### config.mk
export PLATFORM = sky130hd
export DESIGN_NAME = trimmed_mean_inductance_calc_top
export DESIGN_NICKNAME = d
export VERILOG_FILES = /design/src/rtl/tmic_pkg.sv /design/src/rtl/trimmed_mean_inductance_calc_top.sv /design/src/rtl/tmic_accum.sv /design/src/rtl/tmic_div.sv /design/src/rtl/tmic_seq.sv
export SDC_FILE = /design/constraint.sdc
export NUM_CORES = 2
export LEC_CHECK = 0
export ABC_AREA = 0
export BUFFER_PORTS_ARGS = -buffer_cell sky130_fd_sc_hd__buf_2
export CORE_UTILIZATION = 58
export DETAILED_ROUTE_END_ITERATION = 7
export PLACE_DENSITY = 0.83
export SKIP_LAST_GASP = 1
export SYNTH_ARGS = -nofsm -noshare
export SYNTH_HDL_FRONTEND = slang
export SYNTH_HIERARCHICAL = 1
export SYNTH_SLANG_ARGS = --single-unit
### constraint.sdc
create_clock -name clk -period 13.41 [get_ports clk]
set_input_delay 1.341 -clock clk [delete_from_list [all_inputs] [get_ports clk]]
set_output_delay 1.341 -clock clk [all_outputs]
set_load 0.02 [all_outputs]
### src/rtl/tmic_pkg.sv
// Shared constants, types and state codes of the trimmed mean block.
// Used by every module of the block; depends on nothing.
package tmic_pkg;

    // Window and field sizes.
    localparam int WINDOW_LEN = 52;
    localparam int CNT_W      = $clog2(WINDOW_LEN);
    localparam int SAMPLE_W   = 16;
    localparam int TOTAL_W    = 22;
    localparam int PR_W       = 20;
    localparam int TRIM_DIV   = WINDOW_LEN - 2;

    // Parallel resistance: RP = RP_NUM / (RP_DEN_BASE + RP_SLOPE * trimmed sum).
    localparam logic [63:0] RP_NUM      = 64'd18418752000 * 64'(TRIM_DIV) * 64'd4096;
    localparam logic [63:0] RP_DEN_BASE = 64'd24624 * 64'(TRIM_DIV) * 64'd4096;
    localparam int          SLOPE_W     = 20;
    localparam logic [SLOPE_W-1:0] RP_SLOPE = 20'd744922;
    localparam logic [63:0] RP_DEN_MAX  =
        RP_DEN_BASE + 64'(RP_SLOPE) * 64'(TRIM_DIV) * 64'd65535;
    localparam int RP_NUM_W = $clog2(RP_NUM + 64'd1);
    localparam int DEN_W    = $clog2(RP_DEN_MAX + 64'd1);

    // Shared multiplier sizes.
    localparam int MUL_W   = 2 * SAMPLE_W;
    localparam int MUL_P_W = 2 * MUL_W;

    // Trimmed mean by reciprocal: floor(x / TRIM_DIV) = (x * MEAN_RCP) >> MEAN_SH.
    // The shift adds the divisor's bit count to the sum width, which keeps the
    // rounding error of the reciprocal below one step for every sum.
    localparam int          MEAN_SH  = TOTAL_W + $clog2(TRIM_DIV);
    localparam logic [63:0] MEAN_RCP =
        ((64'd1 << MEAN_SH) + 64'(TRIM_DIV) - 64'd1) / 64'(TRIM_DIV);

    // Inductance by reciprocal: floor(x / IND_DIV) = (x * IND_RCP) >> IND_SH.
    // With a shift of 48 the reciprocal fits 32 bits and stays exact for any
    // 32-bit square.
    localparam logic [63:0] IND_DIV = 64'd120596;
    localparam int          IND_SH  = 48;
    localparam logic [63:0] IND_RCP = ((64'd1 << IND_SH) + IND_DIV - 64'd1) / IND_DIV;

    // Divider sizes for the resistance division.
    localparam int DIV_N_W   = RP_NUM_W;
    localparam int DIV_D_W   = DEN_W;
    localparam int DIV_CNT_W = $clog2(DIV_N_W + 1);

    // Stream payload sizes.
    localparam int IN_DATA_W     = 2 * SAMPLE_W;
    localparam int OUT_FIELDS_W  = 3 * SAMPLE_W + PR_W;
    localparam int OUT_DATA_W    = ((OUT_FIELDS_W + 7) / 8) * 8;

    // End-of-window snapshot handed from the accumulator to the sequencer.
    typedef struct packed {
        logic                win_end;
        logic [TOTAL_W-1:0]  prox_total;
        logic [TOTAL_W-1:0]  freq_total;
        logic [SAMPLE_W-1:0] prox_lo;
        logic [SAMPLE_W-1:0] prox_hi;
        logic [SAMPLE_W-1:0] freq_lo;
        logic [SAMPLE_W-1:0] freq_hi;
    } win_snap_t;

    // Divider request and response.
    typedef struct packed {
        logic               start;
        logic [DIV_N_W-1:0] dividend;
        logic [DIV_D_W-1:0] divisor;
    } div_req_t;

    typedef struct packed {
        logic               done;
        logic [DIV_N_W-1:0] quotient;
    } div_rsp_t;

    // One result beat.
    typedef struct packed {
        logic [SAMPLE_W-1:0] inductance;
        logic [PR_W-1:0]     parallel_resistance;
        logic [SAMPLE_W-1:0] freq_mean;
        logic [SAMPLE_W-1:0] prox_mean;
    } result_t;

    // Sequencer states.
    typedef enum logic [3:0] {
        SQ_WAIT,
        SQ_TRIM,
        SQ_PMUL,
        SQ_FMUL,
        SQ_SQR,
        SQ_IMUL,
        SQ_SLOPE,
        SQ_RDIV_L,
        SQ_RDIV_W,
        SQ_LOAD
    } seq_state_t;

endpackage

### src/rtl/trimmed_mean_inductance_calc_top.sv
// Top level of the trimmed mean inductance block.
// Depends on tmic_pkg, tmic_accum, tmic_div and tmic_seq.
//
// Usage:
// - The slave stream carries one proximity and one frequency sample per beat.
//   Mid-window beats are taken one per cycle while tready is high and
//   only update the running sums, minima and maxima.
// - The last beat of each 52-beat window starts the end-of-window work: the
//   trim, the shared multiplier (means, square, inductance, resistance
//   denominator) and the resistance division at one quotient bit per cycle
//   in 52 steps. tready drops after the last beat, once the sequencer leaves
//   its wait state, and stays low until the result is loaded.
// - The master stream presents the result beat once the division is done:
//   both trimmed means, the parallel resistance, the inductance.
// - The result sits in an output register; new samples are taken while it
//   waits. If the receiver still stalls when the next window's result is
//   ready, the block holds with tready low until the beat is taken.
// - Reset clears the window (sums to zero, minima to all ones, maxima to
//   zero) and drops any pending result.
module trimmed_mean_inductance_calc_top
    import tmic_pkg::*;
(
    input  logic                  clk,
    input  logic                  rst_n,
    input  logic                  s_axis_tvalid,
    output logic                  s_axis_tready,
    // Fields from bit 0: prox_sample[15:0], freq_sample[15:0].
    input  logic [IN_DATA_W-1:0]  s_axis_tdata,
    output logic                  m_axis_tvalid,
    input  logic                  m_axis_tready,
    // Fields from bit 0: prox_mean[15:0], freq_mean[15:0],
    // parallel_resistance[19:0], inductance[15:0], zero padding.
    output logic [OUT_DATA_W-1:0] m_axis_tdata
);

    win_snap_t snap;
    div_req_t  div_req;
    div_rsp_t  div_rsp;
    result_t   result;
    logic      beat;

    assign beat = s_axis_tvalid && s_axis_tready;

    tmic_accum u_accum (
        .clk         (clk),
        .rst_n       (rst_n),
        .beat        (beat),
        .prox_sample (s_axis_tdata[SAMPLE_W-1:0]),
        .freq_sample (s_axis_tdata[2*SAMPLE_W-1:SAMPLE_W]),
        .snap        (snap)
    );

    tmic_div u_div (
        .clk   (clk),
        .rst_n (rst_n),
        .req   (div_req),
        .rsp   (div_rsp)
    );

    tmic_seq u_seq (
        .clk       (clk),
        .rst_n     (rst_n),
        .snap      (snap),
        .rsp       (div_rsp),
        .req       (div_req),
        .in_ready  (s_axis_tready),
        .out_ready (m_axis_tready),
        .out_valid (m_axis_tvalid),
        .result    (result)
    );

    // Pack the result beat, lowest field first.
    assign m_axis_tdata = {{(OUT_DATA_W - OUT_FIELDS_W){1'b0}}, result};

endmodule

### src/rtl/tmic_accum.sv
// Per-window accumulator: running sums, minima and maxima of both channels.
// Depends on tmic_pkg; hands an end-of-window snapshot to the sequencer.
module tmic_accum
    import tmic_pkg::*;
(
    input  logic                clk,
    input  logic                rst_n,
    input  logic                beat,
    input  logic [SAMPLE_W-1:0] prox_sample,
    input  logic [SAMPLE_W-1:0] freq_sample,
    output win_snap_t           snap
);

    logic [CNT_W-1:0]    count_reg, count_next;
    logic [TOTAL_W-1:0]  ptot_reg, ptot_next;
    logic [TOTAL_W-1:0]  ftot_reg, ftot_next;
    logic [SAMPLE_W-1:0] plo_reg, plo_next;
    logic [SAMPLE_W-1:0] phi_reg, phi_next;
    logic [SAMPLE_W-1:0] flo_reg, flo_next;
    logic [SAMPLE_W-1:0] fhi_reg, fhi_next;
    logic                end_reg, end_next;
    win_snap_t           snap_reg, snap_next;
    logic                last;

    // Update the running values and capture them on the last beat of a window.
    always_comb
    begin
        last       = (count_reg == CNT_W'(WINDOW_LEN - 1));
        count_next = count_reg;
        ptot_next  = ptot_reg;
        ftot_next  = ftot_reg;
        plo_next   = plo_reg;
        phi_next   = phi_reg;
        flo_next   = flo_reg;
        fhi_next   = fhi_reg;
        end_next   = 1'b0;
        snap_next  = snap_reg;
        if (beat)
        begin
            plo_next   = (prox_sample < plo_reg) ? prox_sample : plo_reg;
            phi_next   = (prox_sample > phi_reg) ? prox_sample : phi_reg;
            flo_next   = (freq_sample < flo_reg) ? freq_sample : flo_reg;
            fhi_next   = (freq_sample > fhi_reg) ? freq_sample : fhi_reg;
            ptot_next  = ptot_reg + TOTAL_W'(prox_sample);
            ftot_next  = ftot_reg + TOTAL_W'(freq_sample);
            count_next = count_reg + 1'b1;
            if (last)
            begin
                snap_next.prox_total = ptot_next;
                snap_next.freq_total = ftot_next;
                snap_next.prox_lo    = plo_next;
                snap_next.prox_hi    = phi_next;
                snap_next.freq_lo    = flo_next;
                snap_next.freq_hi    = fhi_next;
                end_next             = 1'b1;
                // Start the next window from the cleared values.
                count_next = '0;
                ptot_next  = '0;
                ftot_next  = '0;
                plo_next   = '1;
                phi_next   = '0;
                flo_next   = '1;
                fhi_next   = '0;
            end
        end
        snap_next.win_end = end_next;
    end

    // Window state, cleared by reset.
    always_ff @(posedge clk or negedge rst_n)
    begin
        if (!rst_n)
        begin
            count_reg <= '0;
            ptot_reg  <= '0;
            ftot_reg  <= '0;
            plo_reg   <= '1;
            phi_reg   <= '0;
            flo_reg   <= '1;
            fhi_reg   <= '0;
            end_reg   <= 1'b0;
        end
        else
        begin
            count_reg <= count_next;
            ptot_reg  <= ptot_next;
            ftot_reg  <= ftot_next;
            plo_reg   <= plo_next;
            phi_reg   <= phi_next;
            flo_reg   <= flo_next;
            fhi_reg   <= fhi_next;
            end_reg   <= end_next;
        end
    end

    // Snapshot payload needs no reset.
    always_ff @(posedge clk)
    begin
        snap_reg <= snap_next;
    end

    always_comb
    begin
        snap         = snap_reg;
        snap.win_end = end_reg;
    end

endmodule

### src/rtl/tmic_div.sv
// Restoring divider, one quotient bit per cycle.
// Depends on tmic_pkg; driven by the sequencer through div_req_t / div_rsp_t.
module tmic_div
    import tmic_pkg::*;
(
    input  logic     clk,
    input  logic     rst_n,
    input  div_req_t req,
    output div_rsp_t rsp
);

    logic                 busy_reg, busy_next;
    logic                 done_reg, done_next;
    logic [DIV_CNT_W-1:0] cnt_reg, cnt_next;
    logic [DIV_D_W-1:0]   rem_reg, rem_next;
    logic [DIV_N_W-1:0]   quo_reg, quo_next;
    logic [DIV_D_W-1:0]   dvs_reg, dvs_next;
    logic [DIV_D_W:0]     rem_sh;
    logic [DIV_D_W:0]     rem_sub;
    logic                 fits;

    // One shift-compare-subtract step; the dividend shifts out as quotient bits shift in.
    always_comb
    begin
        rem_sh    = {rem_reg, quo_reg[DIV_N_W-1]};
        rem_sub   = rem_sh - {1'b0, dvs_reg};
        fits      = (rem_sh >= {1'b0, dvs_reg});
        busy_next = busy_reg;
        done_next = 1'b0;
        cnt_next  = cnt_reg;
        rem_next  = rem_reg;
        quo_next  = quo_reg;
        dvs_next  = dvs_reg;
        if (req.start)
        begin
            busy_next = 1'b1;
            cnt_next  = DIV_CNT_W'(DIV_N_W);
            rem_next  = '0;
            quo_next  = req.dividend;
            dvs_next  = req.divisor;
        end
        else if (busy_reg)
        begin
            rem_next = fits ? rem_sub[DIV_D_W-1:0] : rem_sh[DIV_D_W-1:0];
            quo_next = {quo_reg[DIV_N_W-2:0], fits};
            cnt_next = cnt_reg - 1'b1;
            if (cnt_reg == DIV_CNT_W'(1))
            begin
                busy_next = 1'b0;
                done_next = 1'b1;
            end
        end
    end

    // Control flags.
    always_ff @(posedge clk or negedge rst_n)
    begin
        if (!rst_n)
        begin
            busy_reg <= 1'b0;
            done_reg <= 1'b0;
        end
        else
        begin
            busy_reg <= busy_next;
            done_reg <= done_next;
        end
    end

    // Datapath registers.
    always_ff @(posedge clk)
    begin
        cnt_reg <= cnt_next;
        rem_reg <= rem_next;
        quo_reg <= quo_next;
        dvs_reg <= dvs_next;
    end

    assign rsp.done     = done_reg;
    assign rsp.quotient = quo_reg;

endmodule

### src/rtl/tmic_seq.sv
// Sequencer: trims the window sums, forms the means, the square, the
// inductance and the resistance denominator on one shared multiplier, runs
// the resistance division on the divider and holds the result beat.
// Depends on tmic_pkg and on tmic_div through div_req_t / div_rsp_t.
module tmic_seq
    import tmic_pkg::*;
(
    input  logic      clk,
    input  logic      rst_n,
    input  win_snap_t snap,
    input  div_rsp_t  rsp,
    output div_req_t  req,
    output logic      in_ready,
    input  logic      out_ready,
    output logic      out_valid,
    output result_t   result
);

    seq_state_t                   state_reg, state_next;
    logic                         out_valid_reg, out_valid_next;
    result_t                      result_reg, result_next;
    logic [TOTAL_W-1:0]           sp_reg, sp_next;
    logic [TOTAL_W-1:0]           sf_reg, sf_next;
    logic [SAMPLE_W-1:0]          pm_reg, pm_next;
    logic [SAMPLE_W-1:0]          fm_reg, fm_next;
    logic [DEN_W-1:0]             den_reg, den_next;
    logic [2*SAMPLE_W-1:0]        fsq_reg, fsq_next;
    logic [PR_W-1:0]              rp_reg, rp_next;
    logic [SAMPLE_W-1:0]          ind_reg, ind_next;
    logic [MUL_W-1:0]             mul_a;
    logic [MUL_W-1:0]             mul_b;
    logic [MUL_P_W-1:0]           mul_p;

    // Shared multiplier; the state picks its operands.
    assign mul_p = MUL_P_W'(mul_a) * MUL_P_W'(mul_b);

    // Next state, multiplier operands, divider request and result register.
    always_comb
    begin
        state_next     = state_reg;
        out_valid_next = out_valid_reg;
        result_next    = result_reg;
        sp_next        = sp_reg;
        sf_next        = sf_reg;
        pm_next        = pm_reg;
        fm_next        = fm_reg;
        den_next       = den_reg;
        fsq_next       = fsq_reg;
        rp_next        = rp_reg;
        ind_next       = ind_reg;
        mul_a          = MUL_W'(sp_reg);
        mul_b          = MUL_W'(MEAN_RCP);
        req.start      = 1'b0;
        req.dividend   = DIV_N_W'(RP_NUM);
        req.divisor    = DIV_D_W'(den_reg);

        // The held beat leaves when the receiver takes it.
        if (out_valid_reg && out_ready)
        begin
            out_valid_next = 1'b0;
        end

        unique case (state_reg)
            SQ_WAIT:
            begin
                if (snap.win_end)
                begin
                    state_next = SQ_TRIM;
                end
            end
            SQ_TRIM:
            begin
                sp_next = snap.prox_total
                        - (TOTAL_W'(snap.prox_lo) + TOTAL_W'(snap.prox_hi));
                sf_next = snap.freq_total
                        - (TOTAL_W'(snap.freq_lo) + TOTAL_W'(snap.freq_hi));
                state_next = SQ_PMUL;
            end
            SQ_PMUL:
            begin
                // Proximity mean by reciprocal multiplication.
                pm_next    = mul_p[MEAN_SH +: SAMPLE_W];
                state_next = SQ_FMUL;
            end
            SQ_FMUL:
            begin
                mul_a      = MUL_W'(sf_reg);
                fm_next    = mul_p[MEAN_SH +: SAMPLE_W];
                state_next = SQ_SQR;
            end
            SQ_SQR:
            begin
                mul_a      = MUL_W'(fm_reg);
                mul_b      = MUL_W'(fm_reg);
                fsq_next   = mul_p[MUL_W-1:0];
                state_next = SQ_IMUL;
            end
            SQ_IMUL:
            begin
                // Inductance by reciprocal multiplication of the square.
                mul_a      = fsq_reg;
                mul_b      = MUL_W'(IND_RCP);
                ind_next   = mul_p[IND_SH +: SAMPLE_W];
                state_next = SQ_SLOPE;
            end
            SQ_SLOPE:
            begin
                mul_b      = MUL_W'(RP_SLOPE);
                den_next   = DEN_W'(RP_DEN_BASE) + mul_p[DEN_W-1:0];
                state_next = SQ_RDIV_L;
            end
            SQ_RDIV_L:
            begin
                req.start  = 1'b1;
                state_next = SQ_RDIV_W;
            end
            SQ_RDIV_W:
            begin
                if (rsp.done)
                begin
                    rp_next    = rsp.quotient[PR_W-1:0];
                    state_next = SQ_LOAD;
                end
            end
            SQ_LOAD:
            begin
                // Wait for the output register to be free.
                if (!out_valid_reg || out_ready)
                begin
                    result_next.prox_mean           = pm_reg;
                    result_next.freq_mean           = fm_reg;
                    result_next.parallel_resistance = rp_reg;
                    result_next.inductance          = ind_reg;
                    out_valid_next                  = 1'b1;
                    state_next                      = SQ_WAIT;
                end
            end
            default:
            begin
                state_next = SQ_WAIT;
            end
        endcase
    end

    // Control state.
    always_ff @(posedge clk or negedge rst_n)
    begin
        if (!rst_n)
        begin
            state_reg     <= SQ_WAIT;
            out_valid_reg <= 1'b0;
        end
        else
        begin
            state_reg     <= state_next;
            out_valid_reg <= out_valid_next;
        end
    end

    // Working values and result payload.
    always_ff @(posedge clk)
    begin
        result_reg <= result_next;
        sp_reg     <= sp_next;
        sf_reg     <= sf_next;
        pm_reg     <= pm_next;
        fm_reg     <= fm_next;
        den_reg    <= den_next;
        fsq_reg    <= fsq_next;
        rp_reg     <= rp_next;
        ind_reg    <= ind_next;
    end

    assign in_ready  = (state_reg == SQ_WAIT);
    assign out_valid = out_valid_reg;
    assign result    = result_reg;

endmodule

==> summary.log <==
qor: routing.drt-total-wl 153000 µm
qor: synthesis.post_synth_num_cell_types 120
qor: final_layout.cell_count_final_fillers_out 7339
qor: sta.setup_viol_count_final 0
qor: global_routing.antenna_violations_before_repair 3
qor: routing.drt_iter0_drc 3780
qor: synthesis.ys_dominant_reg_cell edfxtp_1
qor: floorplan.core-area 102000 µm²
qor: synthesis.syn_area 60100 µm²
qor: final_layout.design.final.nets 7234
qor: routing.vias 42300
qor: final_layout.filler_cell_count 8016
qor: cts.cts.htree.levels 3
qor: final_layout.drive_above_1_share 8.43%
qor: sta.finalWorstPathRequiredPeriod 11.83 ns
qor: cts.cts_root_buf clkbuf_16
qor: placed_design.finalWeightedCongestion 1.02
qor: synthesis.yosysWarningCount 6
qor: floorplan.die_y 324 µm
qor: floorplan.num_io_pins 110
qor: worst_hold_path.worstHoldPathType reg2reg
qor: final_layout.layout_common_cells inv_1, fa_1, ha_1
qor: global_routing.grt_pass1_wl 240000 µm
qor: synthesis.synth.top_cells.by_area fa_1, edfxtp_1, ha_1, inv_1, dfrtp_1
qor: cts.ctsLongestPathBuffers 3
qor: setup_path.worst-setup-path-type reg2reg
qor: run.cap_violations 0
qor: global_routing.remaining_overflow_grt 0
qor: setup_path.crit_path_end_kind flop
qor: routing.detailedRoute.firstPassIterationCount 6
qor: global_routing.grt_pass1_vias 43700
qor: synthesis.avgSynthCellArea 10.4 µm²
qor: final_layout.multiInputGateArea 37400 µm²
qor: sta.achievable-frequency 84.5 MHz
qor: final_layout.post-route-cell-area 64600 µm²
qor: setup_path.max_stage_delay 1.15 ns
qor: routing.routedWlPerCell 20.9 µm
qor: sta.max_slew_violations 0
qor: global_routing.gr-usage-all-layers 29.9%
qor: final_layout.synthToLayoutAreaGrowth 7.51%
qor: synthesis.synth_async_sr_flop_share 19.5%
qor: final_layout.layout.area.seq 17700 µm²
qor: synthesis.synth_top_cell_area_share 24.8%
qor: sta.fin_setup_tns 0 ns
qor: placed_design.dpl.cell_count 7205
qor: routing.remaining_drc_errors 0
qor: setup_path.worst_path_most_repeated_cell fa_1
qor: cts.cts-resized-gates 0
qor: cts.ctsHoldBuffers 0
qor: sta.final_critical_path_share_of_the_clock_period 88.2%
qor: cts.cts_num_sinks 626
qor: cts.cts_tree built
qor: placed_design.dpl_cell_area 62100 µm²
qor: status.run_status completed
qor: cts.cts_made_buffers 71
qor: sta.worst_pin_slew 1.36 ns
qor: floorplan.initial_core_util 58.8%
qor: sta.slew_headroom 6.83%
qor: sta.rsz_0062_raised_after_global_routing false
qor: cts.clock_pin_slew_worst_setup_and_hold_paths 0.07 ns
qor: synthesis.synth_seq_cells 626
qor: setup_path.critPathLaunchType flop
qor: synthesis.synth-edff-count 456
qor: routing.ant_nets 0
qor: cts.cts.repair_timing.setup_buffer_count 0
qor: setup_path.timing.critical_path.slowest_stage_cell a2111oi_0
qor: final_layout.utilization 63.2%
qor: placed_design.hpwlAfterDp 122000 µm
qor: final_layout.layout.cells.most_common inv_1
qor: synthesis.ys_seq_area_share 29.5%
qor: final_layout.largest_register_ffs 108
qor: sta.final-hold-violation-count 0
qor: setup_path.data_required_critical_path 13.83 ns
qor: setup_path.critical_path_peak_fanout 61
qor: setup_path.worst-endpoint-arrival 12.25 ns
qor: placed_design.portbufs 105
qor: synthesis.postSynthCellCount 5777
qor: floorplan.die_w 324 µm
qor: floorplan.fp.dieArea 105000 µm²
qor: cts.clkLatencyLatePin 0.68 ns
qor: synthesis.post-synth-top-area-cell fa_1
qor: global_routing.grt_max_degree 142
qor: sta.finClkSkew 0.0591 ns
qor: floorplan.placement_rows 117
qor: routing.via_per_inst 5.76
[routing by layer]
layer,part of all wire (%),GRT usage [%]
met1,39,38.3
met4,5.2,13.9
met3,8.4,5.52
met5,0.0085,0
met2,48,49.3
[per-stage QoR]
step,hold WS [ns],setup WS (ns)
global route,0.401,1.55
finish,0.400,1.58
global placement,0.401,2.12
floorplan,0.400,3.31
CTS,0.395,1.91
detailed placement,0.405,2.02
[critical path, delay by kind of cell, from the launching register on]
kind / cells / cell delay (ns)
compound gates: 6 / 2.57
xor+xnor: 1 / 0.09
fa+ha+maj: 9 / 4.52
buf+inv: 7 / 1.69
flops: 1 / 0.48
simple gates: 5 / 2.15
[final timing paths]
kind,start,end,slack (ns),depth (start not counted)
max reg2reg,u_seq/state_reg[3],u_seq/ind_reg[13],1.58,28
max,u_seq/state_reg[3],u_seq/ind_reg[13],1.58,28
min,u_seq/den_reg[15],u_div/dvs_reg[15],0.40,0
min in group asynchronous,rst_n,u_accum/ptot_reg[5],0.69,1
max in group asynchronous,rst_n,u_accum/ftot_reg[2],11.28,2
min reg2reg,u_seq/den_reg[15],u_div/dvs_reg[15],0.40,0
[cells in the mapped netlist, types with 24 or more instances]
master    number
a211oi_1      58
a21o_1       103
a21oi_1      191
a22o_1        24
a32oi_1       33
and2_1        33
and3_1        24
buf_2         38
buf_4         62
clkbuf_1     136
dfrtp_1       90
dfstp_2       32
dfxtp_1       48
edfxtp_1     456
fa_1         743
ha_1         545
inv_1       1164
mux2_2        77
mux2i_1       39
nand2_1      342
nand2b_1      35
nand3_1       88
nand4_1       41
nor2_1       477
nor2b_1       25
nor3_1        48
o21a_1        48
o21ai_0      162
o22a_1        29
o31ai_1       49
xnor2_1       91
xor2_1        73
[logic make-up after synthesis]
kind of cell,Yosys count,synth area share (%)
xor+xnor,168,2.50
compound gates,930,10.9
buf+inv,1421,9.38
other cells,3,0.0187
flops,626,29.5
mux,125,2.32
simple gates,1216,9.26
fa+ha+maj,1288,36.1
[layout make-up]
cell class,count,area share (%)
inverter,1167,6.79
tap,1368,2.65
clock buffer,94,2.98
clock inverter,38,0.854
antenna,2,0.00775
timing repair buffer,151,1.38
sequential,626,27.5
multi-input combinational,3893,57.9
Power is not shown: default switching activity piles up to over one toggle a cycle in this logic, so the estimate is an artifact.
